--- src/design/jsu_pkg.sv ---
//------------------------------------------------------------------------------
// jsu_pkg
// Shared types and constants for the JSON string unescape core: scanner
// phases, result kinds, error codes, scanner state and the result bundle.
//------------------------------------------------------------------------------
`timescale 1ns / 1ps
`default_nettype none

package jsu_pkg;

    // store size; the decoded length saturates here
    localparam int MAX_STRING_BYTES = 4096;
    localparam int LEN_W            = 13;
    localparam int MAX_RESULTS      = 3;
    localparam int CNT_W            = 2;

    // scanner phase
    typedef enum logic [1:0] {
        PH_WAIT,
        PH_STRING,
        PH_ESCAPE,
        PH_HEX
    } phase_t;

    // result kind
    typedef logic [1:0] kind_t;
    localparam kind_t KIND_BYTE  = 2'd0;
    localparam kind_t KIND_END   = 2'd1;
    localparam kind_t KIND_ERROR = 2'd2;

    // error codes
    typedef logic [2:0] err_t;
    localparam err_t ERR_NONE   = 3'd0;
    localparam err_t ERR_OPEN   = 3'd1;
    localparam err_t ERR_ESCAPE = 3'd2;
    localparam err_t ERR_HEX    = 3'd3;
    localparam err_t ERR_ENDED  = 3'd4;

    typedef logic [LEN_W-1:0] len_t;

    // scanner state carried between transactions
    typedef struct packed {
        phase_t      phase;
        logic [1:0]  hex_seen;
        logic [15:0] code_point;
        len_t        length;
    } scan_state_t;

    // all results caused by one input transaction, entry 0 goes out first
    typedef struct packed {
        logic [CNT_W-1:0]                count;
        kind_t                           kind;
        err_t                            err;
        logic [MAX_RESULTS-1:0][7:0]     bytes;
        logic [MAX_RESULTS-1:0][LEN_W-1:0] lens;
    } result_bundle_t;

endpackage

`default_nettype wire

--- src/design/jsu_decode.sv ---
//------------------------------------------------------------------------------
// jsu_decode
// Combinational scanner step: from the current state and one text byte,
// works out the next state and the bundle of up to three results.
//------------------------------------------------------------------------------
`timescale 1ns / 1ps
`default_nettype none

module jsu_decode (
    input  wire jsu_pkg::scan_state_t    state_i,
    input  wire logic [7:0]              in_byte_i,
    input  wire logic                    end_of_data_i,
    output jsu_pkg::scan_state_t         state_next_o,
    output jsu_pkg::result_bundle_t      bundle_o
);
    import jsu_pkg::*;

    localparam logic [7:0] CH_QUOTE = 8'h22;
    localparam logic [7:0] CH_BSL   = 8'h5C;
    localparam logic [7:0] CH_SPACE = 8'h20;
    localparam logic [7:0] CH_TAB   = 8'h09;
    localparam logic [7:0] CH_CR    = 8'h0D;
    localparam logic [7:0] CH_LF    = 8'h0A;
    localparam logic [7:0] CH_U     = 8'h75;

    // {valid, value} of a standard escape letter
    function automatic logic [8:0] esc_decode(input logic [7:0] c);
        logic [8:0] r;
        case (c)
            8'h22:   r = {1'b1, 8'h22};
            8'h5C:   r = {1'b1, 8'h5C};
            8'h2F:   r = {1'b1, 8'h2F};
            8'h62:   r = {1'b1, 8'h08};
            8'h66:   r = {1'b1, 8'h0C};
            8'h6E:   r = {1'b1, 8'h0A};
            8'h72:   r = {1'b1, 8'h0D};
            8'h74:   r = {1'b1, 8'h09};
            default: r = 9'h000;
        endcase
        return r;
    endfunction

    // {valid, value} of a hex digit, either case
    function automatic logic [4:0] hex_decode(input logic [7:0] c);
        logic [4:0] r;
        if (c >= 8'h30 && c <= 8'h39) begin
            r = {1'b1, 4'(c - 8'h30)};
        end else if (c >= 8'h61 && c <= 8'h66) begin
            r = {1'b1, 4'(c - 8'h57)};
        end else if (c >= 8'h41 && c <= 8'h46) begin
            r = {1'b1, 4'(c - 8'h37)};
        end else begin
            r = 5'h00;
        end
        return r;
    endfunction

    // saturating length add
    function automatic len_t sat_add(input len_t base, input logic [1:0] inc);
        logic [LEN_W:0] sum;
        sum = {1'b0, base} + {{(LEN_W-1){1'b0}}, inc};
        if (sum > (LEN_W+1)'(MAX_STRING_BYTES)) begin
            return LEN_W'(MAX_STRING_BYTES);
        end
        return sum[LEN_W-1:0];
    endfunction

    logic        is_space;
    logic [8:0]  esc;
    logic [4:0]  hex;
    logic [15:0] cp_full;
    len_t        len_p1;
    len_t        len_p2;
    len_t        len_p3;

    // byte classification and code point assembly
    always_comb begin
        is_space = (in_byte_i == CH_SPACE) || (in_byte_i == CH_TAB) ||
                   (in_byte_i == CH_CR)    || (in_byte_i == CH_LF);
        esc      = esc_decode(in_byte_i);
        hex      = hex_decode(in_byte_i);
        cp_full  = {state_i.code_point[11:0], hex[3:0]};
        len_p1   = sat_add(state_i.length, 2'd1);
        len_p2   = sat_add(state_i.length, 2'd2);
        len_p3   = sat_add(state_i.length, 2'd3);
    end

    // next state
    always_comb begin
        state_next_o = state_i;
        if (end_of_data_i) begin
            if (state_i.phase != PH_WAIT) begin
                state_next_o.phase      = PH_WAIT;
                state_next_o.hex_seen   = 2'd0;
                state_next_o.code_point = 16'd0;
            end
        end else begin
            unique case (state_i.phase)
                PH_WAIT: begin
                    if (in_byte_i == CH_QUOTE) begin
                        state_next_o.phase  = PH_STRING;
                        state_next_o.length = '0;
                    end else if (!is_space) begin
                        state_next_o.hex_seen   = 2'd0;
                        state_next_o.code_point = 16'd0;
                    end
                end
                PH_STRING: begin
                    if (in_byte_i == CH_QUOTE) begin
                        state_next_o.phase = PH_WAIT;
                    end else if (in_byte_i == CH_BSL) begin
                        state_next_o.phase = PH_ESCAPE;
                    end else begin
                        state_next_o.length = len_p1;
                    end
                end
                PH_ESCAPE: begin
                    if (in_byte_i == CH_U) begin
                        state_next_o.phase      = PH_HEX;
                        state_next_o.hex_seen   = 2'd0;
                        state_next_o.code_point = 16'd0;
                    end else if (esc[8]) begin
                        state_next_o.phase  = PH_STRING;
                        state_next_o.length = len_p1;
                    end else begin
                        state_next_o.phase      = PH_WAIT;
                        state_next_o.hex_seen   = 2'd0;
                        state_next_o.code_point = 16'd0;
                    end
                end
                PH_HEX: begin
                    if (!hex[4]) begin
                        state_next_o.phase      = PH_WAIT;
                        state_next_o.hex_seen   = 2'd0;
                        state_next_o.code_point = 16'd0;
                    end else if (state_i.hex_seen == 2'd3) begin
                        state_next_o.phase      = PH_STRING;
                        state_next_o.hex_seen   = 2'd0;
                        state_next_o.code_point = 16'd0;
                        if (cp_full <= 16'h007F) begin
                            state_next_o.length = len_p1;
                        end else if (cp_full <= 16'h07FF) begin
                            state_next_o.length = len_p2;
                        end else begin
                            state_next_o.length = len_p3;
                        end
                    end else begin
                        state_next_o.code_point = cp_full;
                        state_next_o.hex_seen   = state_i.hex_seen + 2'd1;
                    end
                end
                default: state_next_o = state_i;
            endcase
        end
    end

    // result bundle
    always_comb begin
        bundle_o      = '0;
        bundle_o.kind = KIND_BYTE;
        bundle_o.err  = ERR_NONE;
        if (end_of_data_i) begin
            if (state_i.phase != PH_WAIT) begin
                bundle_o.count   = 2'd1;
                bundle_o.kind    = KIND_ERROR;
                bundle_o.err     = ERR_ENDED;
                bundle_o.lens[0] = state_i.length;
            end
        end else begin
            unique case (state_i.phase)
                PH_WAIT: begin
                    if (in_byte_i != CH_QUOTE && !is_space) begin
                        bundle_o.count = 2'd1;
                        bundle_o.kind  = KIND_ERROR;
                        bundle_o.err   = ERR_OPEN;
                    end
                end
                PH_STRING: begin
                    if (in_byte_i == CH_QUOTE) begin
                        bundle_o.count   = 2'd1;
                        bundle_o.kind    = KIND_END;
                        bundle_o.lens[0] = state_i.length;
                    end else if (in_byte_i != CH_BSL) begin
                        bundle_o.count    = 2'd1;
                        bundle_o.bytes[0] = in_byte_i;
                        bundle_o.lens[0]  = len_p1;
                    end
                end
                PH_ESCAPE: begin
                    if (in_byte_i == CH_U) begin
                        bundle_o.count = 2'd0;
                    end else if (esc[8]) begin
                        bundle_o.count    = 2'd1;
                        bundle_o.bytes[0] = esc[7:0];
                        bundle_o.lens[0]  = len_p1;
                    end else begin
                        bundle_o.count   = 2'd1;
                        bundle_o.kind    = KIND_ERROR;
                        bundle_o.err     = ERR_ESCAPE;
                        bundle_o.lens[0] = state_i.length;
                    end
                end
                PH_HEX: begin
                    if (!hex[4]) begin
                        bundle_o.count   = 2'd1;
                        bundle_o.kind    = KIND_ERROR;
                        bundle_o.err     = ERR_HEX;
                        bundle_o.lens[0] = state_i.length;
                    end else if (state_i.hex_seen == 2'd3) begin
                        bundle_o.lens[0] = len_p1;
                        bundle_o.lens[1] = len_p2;
                        bundle_o.lens[2] = len_p3;
                        if (cp_full <= 16'h007F) begin
                            bundle_o.count    = 2'd1;
                            bundle_o.bytes[0] = {1'b0, cp_full[6:0]};
                        end else if (cp_full <= 16'h07FF) begin
                            // two-byte utf-8
                            bundle_o.count    = 2'd2;
                            bundle_o.bytes[0] = {3'b110, cp_full[10:6]};
                            bundle_o.bytes[1] = {2'b10, cp_full[5:0]};
                        end else begin
                            // three-byte utf-8
                            bundle_o.count    = 2'd3;
                            bundle_o.bytes[0] = {4'b1110, cp_full[15:12]};
                            bundle_o.bytes[1] = {2'b10, cp_full[11:6]};
                            bundle_o.bytes[2] = {2'b10, cp_full[5:0]};
                        end
                    end
                end
                default: bundle_o = '0;
            endcase
        end
    end

endmodule

`default_nettype wire

--- src/design/jsu_out.sv ---
//------------------------------------------------------------------------------
// jsu_out
// Result register: holds the bundle of one input transaction and hands its
// entries out one per result transaction, flagging the final one.
//------------------------------------------------------------------------------
`timescale 1ns / 1ps
`default_nettype none

module jsu_out (
    input  wire logic                    aclk,
    input  wire logic                    aresetn,
    input  wire logic                    load_i,
    input  wire jsu_pkg::result_bundle_t bundle_i,
    output logic                         space_o,
    output logic                         m_valid,
    input  wire logic                    m_ready,
    output jsu_pkg::kind_t               m_kind,
    output logic [7:0]                   m_out_byte,
    output jsu_pkg::len_t                m_decoded_length,
    output jsu_pkg::err_t                m_error_code,
    output logic                         m_last
);
    import jsu_pkg::*;

    logic [CNT_W-1:0]                  cnt_reg;
    logic [CNT_W-1:0]                  cnt_next;
    kind_t                             kind_reg;
    err_t                              err_reg;
    logic [MAX_RESULTS-1:0][7:0]       bytes_reg;
    logic [MAX_RESULTS-1:0][LEN_W-1:0] lens_reg;
    logic                              take;

    assign take    = m_valid && m_ready;
    assign space_o = (cnt_reg == '0) || ((cnt_reg == CNT_W'(1)) && m_ready);

    // remaining result count
    always_comb begin
        cnt_next = cnt_reg;
        if (load_i) begin
            cnt_next = bundle_i.count;
        end else if (take) begin
            cnt_next = cnt_reg - CNT_W'(1);
        end
    end

    always_ff @(posedge aclk) begin
        if (!aresetn) begin
            cnt_reg <= '0;
        end else begin
            cnt_reg <= cnt_next;
        end
    end

    // payload: load a new bundle or shift the next entry to the front
    always_ff @(posedge aclk) begin
        if (load_i) begin
            kind_reg  <= bundle_i.kind;
            err_reg   <= bundle_i.err;
            bytes_reg <= bundle_i.bytes;
            lens_reg  <= bundle_i.lens;
        end else if (take) begin
            bytes_reg <= {8'd0, bytes_reg[MAX_RESULTS-1:1]};
            lens_reg  <= {{LEN_W{1'b0}}, lens_reg[MAX_RESULTS-1:1]};
        end
    end

    assign m_valid          = (cnt_reg != '0);
    assign m_kind           = kind_reg;
    assign m_error_code     = err_reg;
    assign m_out_byte       = bytes_reg[0];
    assign m_decoded_length = lens_reg[0];
    assign m_last           = (cnt_reg == CNT_W'(1));

endmodule

`default_nettype wire

--- src/design/json_string_unescape_core.sv ---
//------------------------------------------------------------------------------
// json_string_unescape_core
// Streaming JSON string unescaper: one text byte in, decoded string bytes,
// string-end and error results out.
//------------------------------------------------------------------------------
// One text byte is taken per cycle while s_ready is high. Whitespace or end of
// data before a string, the opening quote, a backslash, the u of a \u escape
// and the first three hex digits of a \u escape give no result; every other
// byte gives one result, and the fourth hex digit of a \u escape gives one to
// three UTF-8 bytes. A byte is decoded in the cycle it is taken and its
// results wait in a result register, which sends one result per cycle while
// m_ready is high; the next text byte is taken in the same cycle as the final
// result of the previous one leaves. The decoded length saturates at 4096. No
// surrogate pairing is done.
//------------------------------------------------------------------------------
`timescale 1ns / 1ps
`default_nettype none

module json_string_unescape_core (
    input  wire logic           aclk,
    input  wire logic           aresetn,
    input  wire logic           s_valid,
    output logic                s_ready,
    input  wire logic [7:0]     s_in_byte,
    input  wire logic           s_end_of_data,
    output logic                m_valid,
    input  wire logic           m_ready,
    output jsu_pkg::kind_t      m_kind,
    output logic [7:0]          m_out_byte,
    output jsu_pkg::len_t       m_decoded_length,
    output jsu_pkg::err_t       m_error_code,
    output logic                m_last
);
    import jsu_pkg::*;

    scan_state_t    state_reg;
    scan_state_t    state_next;
    result_bundle_t bundle;
    logic           accept;

    assign accept = s_valid && s_ready;

    // scanner step
    jsu_decode u_decode (
        .state_i       (state_reg),
        .in_byte_i     (s_in_byte),
        .end_of_data_i (s_end_of_data),
        .state_next_o  (state_next),
        .bundle_o      (bundle)
    );

    // scanner state register
    always_ff @(posedge aclk) begin
        if (!aresetn) begin
            state_reg.phase      <= PH_WAIT;
            state_reg.hex_seen   <= 2'd0;
            state_reg.code_point <= 16'd0;
            state_reg.length     <= '0;
        end else if (accept) begin
            state_reg <= state_next;
        end
    end

    // result register and serialiser
    jsu_out u_out (
        .aclk             (aclk),
        .aresetn          (aresetn),
        .load_i           (accept),
        .bundle_i         (bundle),
        .space_o          (s_ready),
        .m_valid          (m_valid),
        .m_ready          (m_ready),
        .m_kind           (m_kind),
        .m_out_byte       (m_out_byte),
        .m_decoded_length (m_decoded_length),
        .m_error_code     (m_error_code),
        .m_last           (m_last)
    );

endmodule

`default_nettype wire

--- config.mk ---
export PLATFORM = sky130hd
export DESIGN_NAME = json_string_unescape_core
export DESIGN_NICKNAME = d
export VERILOG_FILES = /design/src/design/jsu_pkg.sv /design/src/design/jsu_decode.sv /design/src/design/jsu_out.sv /design/src/design/json_string_unescape_core.sv
export SDC_FILE = /design/constraint.sdc
export NUM_CORES = 1
export LEC_CHECK = 0
export BUFFER_PORTS_ARGS = -buffer_cell sky130_fd_sc_hd__buf_4
export CAP_MARGIN = 20
export CORE_ASPECT_RATIO = 1.25
export CORE_MARGIN = 2
export CORE_UTILIZATION = 37
export DETAILED_ROUTE_END_ITERATION = 16
export SLEW_MARGIN = 20
export SYNTH_ARGS = -nofsm -noshare
export SYNTH_HDL_FRONTEND = slang
export SYNTH_SLANG_ARGS = --single-unit
--- constraint.sdc ---
create_clock -name aclk -period 4.2 [get_ports aclk]
set_input_delay 0.42 -clock aclk [delete_from_list [all_inputs] [get_ports aclk]]
set_output_delay 0.42 -clock aclk [all_outputs]
set_load 0.05 [all_outputs]
==> impl_metrics.json <==
{
  "io_buffers": 41,
  "leakage_nw": 2.58,
  "synth-seq-area-share_pct": 37.1,
  "place_ws_ps": 621,
  "largest_reg_flops": 29,
  "critical_path_class": "flop to flop",
  "final.setup.tns_ps": 0,
  "p_int_mw": 1.78,
  "period_minus_slack_ps": 3540,
  "cts_tree": "done",
  "grt.total_usage_pct": 24.2,
  "synth_edf_count": 66,
  "finalWorstSetupSlack_ps": 661,
  "path_cells": "buf_4 > inv_1 > ha_1 > a21oi_1 > nor3_1 > or3_1 > a22oi_1 > a21o_1 > nand2_1 > nor3_1",
  "powerDensity_mw_per_mm2": 346,
  "crit_start": "state_reg[1]",
  "synthCells": 849,
  "finalSetupViolations": 0,
  "cts-htree-levels": 3,
  "finalCritPeriodShare_pct": 84.3,
  "rrSetupSlack_ps": 660,
  "cts_buffers": 9,
  "syn_nets": 875,
  "worst-path-buf-inv": 2,
  "switchingPower_mw": 0.905,
  "antenna_left": 0,
  "end_kind": "flop",
  "synth_seq_cells": 97,
  "power.total_mw": 2.69,
  "postSynthAreaPerCell_um2": 8.25,
  "grt_start_max_net_pins": 51,
  "comb_power_share_pct": 23.2,
  "clockPowerShare_pct": 30.7,
  "die_area_mm2": 0.0201,
  "ys_warn_count": 0,
  "diodes": 0,
  "worstPathMaxFanout": 11,
  "finalNonFillerCells": 1096,
  "syn_to_final_growth_pct": 10.9,
  "ir_drop_mv": 0.188,
  "grt_pass1_vias": 6378,
  "wirelength_um": 24700,
  "swShare_pct": 33.7,
  "worstHoldPathType": "input pin to flop",
  "clk_path_buf_depth": 2,
  "clk_latency_ps": 350,
  "required_ps": 4350,
  "cts_resized": 0,
  "reg2reg_depth": 10,
  "cpLargestDelayFamily": "compound AO/OA/AOI/OAI gates",
  "fmax_mhz": 283,
  "dieWidth_um": 127,
  "dp_cells": 1080,
  "synth_top_area_share_pct": 28.3,
  "root_buffer": "clkbuf_16",
  "grt_antenna_before_repair": 0,
  "drc_errors": 0,
  "ctsHoldBuffers": 0,
  "cpPeakStageDelay_ps": 670,
  "slowest_stage": "a21oi_1",
  "grt_pass1_wl_um": 37500,
  "nets": 885,
  "synth_ff_type": "edfxtp_1",
  "status": "complete, no violations",
  "hold_depth": 2,
  "rows": 56,
  "maxSlewHeadroom_pct": 34.8,
  "drive_gt1_share_pct": 13.1,
  "final.fill_count": 1892,
  "fin_skew_ps": 8.82,
  "worstMarginPinSlew_ps": 970,
  "first_pass_iters": 5,
  "fin_util_pct": 41.7,
  "sequentialPowerShare_pct": 46.1,
  "crit_top_cell": "nor3_1",
  "syn_area_mm2": 0.00701,
  "cp.arrival_ps": 3680,
  "hold_violations": 0,
  "worst_setup_path_start_kind": "flop",
  "hold_start": "aresetn",
  "num_vias": 6943,
  "cts_setup_buffers": 0,
  "synthTopCellsByArea": "edfxtp_1 28%, dfxtp_1 8.9%, nand2_1 5.0%",
  "cts.clk_slew.worst_paths_ps": 70,
  "core_mm2": 0.0186,
  "yosys.area.top_type": "edfxtp_1",
  "globalRouteOverflowTotal": 0,
  "die_y_um": 158,
  "gp_congestion": 1.01,
  "drt_iter0_drc": 914,
  "viasPerCell": 6.33,
  "initial_core_util_pct": 37.6,
  "cp_num_cells": 10,
  "rsz0062_at_grt": "no",
  "ios": 42,
  "max_cap_viol_count": 0,
  "dp_hpwl_um": 18000,
  "numClockSinks": 97,
  "r2r-start": "state_reg[1]",
  "wl_per_cell_um": 22.5,
  "synth_cell_type_count": 76,
  "async_reset_ff_share_pct": 0,
  "report.final.slew_viol_count": 0
}
## through the flow
stage	hold WS (ps)	area [um^2]
floorplan	436	7010
global placement	450	7490
detailed placement	460	7490
CTS	376	7770
global route	387	7770
finish	377	7770
## cell type report
class	count	area (um^2)	area share, %
well taps	232	290	3.73
multi-input cells	651	3920	50.4
clock inverters	7	61.3	0.789
inverters	20	75.1	0.966
flip-flops and latches	97	2600	33.5
clock buffers	9	225	2.90
repair buffers	80	601	7.73
## cells in the final DEF (no fill, tap or decap), types with 5 or more instances in the layout
| cell type | count |
|---|---|
| and3_1 | 9 |
| a211oi_1 | 6 |
| dfxtp_1 | 31 |
| xnor2_1 | 22 |
| o21ai_0 | 45 |
| or3_1 | 13 |
| a22o_1 | 10 |
| nand4_1 | 11 |
| nor3_1 | 33 |
| xor2_1 | 11 |
| nor2_1 | 81 |
| nor4_1 | 15 |
| edfxtp_1 | 66 |
| o22ai_1 | 8 |
| nand2_1 | 94 |
| nor2b_1 | 5 |
| a21oi_1 | 68 |
| inv_1 | 19 |
| a31oi_1 | 11 |
| clkbuf_16 | 9 |
| ha_1 | 13 |
| nor4b_1 | 5 |
| and2_1 | 5 |
| a32oi_1 | 10 |
| o31ai_1 | 9 |
| nand2b_1 | 6 |
| o211ai_1 | 10 |
| buf_4 | 80 |
| mux2i_1 | 7 |
| nand3b_1 | 5 |
| o21ai_1 | 24 |
| nand3_1 | 32 |
## layer usage
| layer | track usage (%) | up-vias | routed length, um |
|---|---|---|---|
| li1 | - | 3183 | - |
| met1 | 32.8 | 3243 | 10200 |
| met2 | 38.6 | 435 | 11000 |
| met3 | 4.06 | 82 | 2430 |
| met4 | 9.63 | 0 | 1050 |
| met5 | 0 | - | 0 |
## worst paths after layout
| path | to |
|---|---|
| max reg2reg | u_out.lens_reg[29] |
| min | state_reg[3] |
| max | u_out.lens_reg[29] |
| min reg2reg | state_reg[30] |
## cells in the mapped netlist, types with 5 or more instances
cell and instances:
xnor2_1 22, o22ai_1 8, nor4b_1 5, and2_1 5, a31oi_1 11, a32oi_1 10, a21oi_1 68, o31ai_1 9
mux2i_1 7, a22o_1 10, o211ai_1 10, ha_1 13, nand3b_1 5, dfxtp_1 31, or3_1 13, nand2_1 94
xor2_1 11, clkbuf_1 44, o21ai_1 24, nand3_1 32, inv_1 19, nor2b_1 5, o21ai_0 45, nor3_1 33
nor2_1 81, buf_2 9, edfxtp_1 66, nor4_1 15, buf_4 22, nand2b_1 6, a211oi_1 6, and3_1 9
nand4_1 11
## worst reg2reg max path: cells and delay by family, from the launching register on
family | cells | cell delay, ps
AO/OA/AOI/OAI | 3 | 1260
buffers and inverters | 2 | 310
adder cells (fa/ha/maj) | 1 | 200
AND/OR/NAND/NOR | 4 | 1190
flip-flops | 1 | 380
## cell families (layout without fill, tap and decap cells)
logic type	after synthesis	after routing	synth area share, %
adders and majority gates	13	13	2.32
AOI/OAI and AO/OA	259	259	24.3
muxes	11	11	1.64
buffers and inverters	101	116	6.96
xor gates and xnor gates	33	33	4.12
DFF	97	97	37.1
and+or+nand+nor	335	335	23.5
## power groups by stage
stage               sequential [mW]  combinational, mW  clock, mW
floorplan                      1.27              0.495          0
global placement               1.26              0.623          0
detailed placement             1.26              0.626          0
CTS                            1.24              0.626      0.830
global route                   1.25              0.662      0.868
finish                         1.24              0.623      0.825
Power figures use the tool's default switching activity.
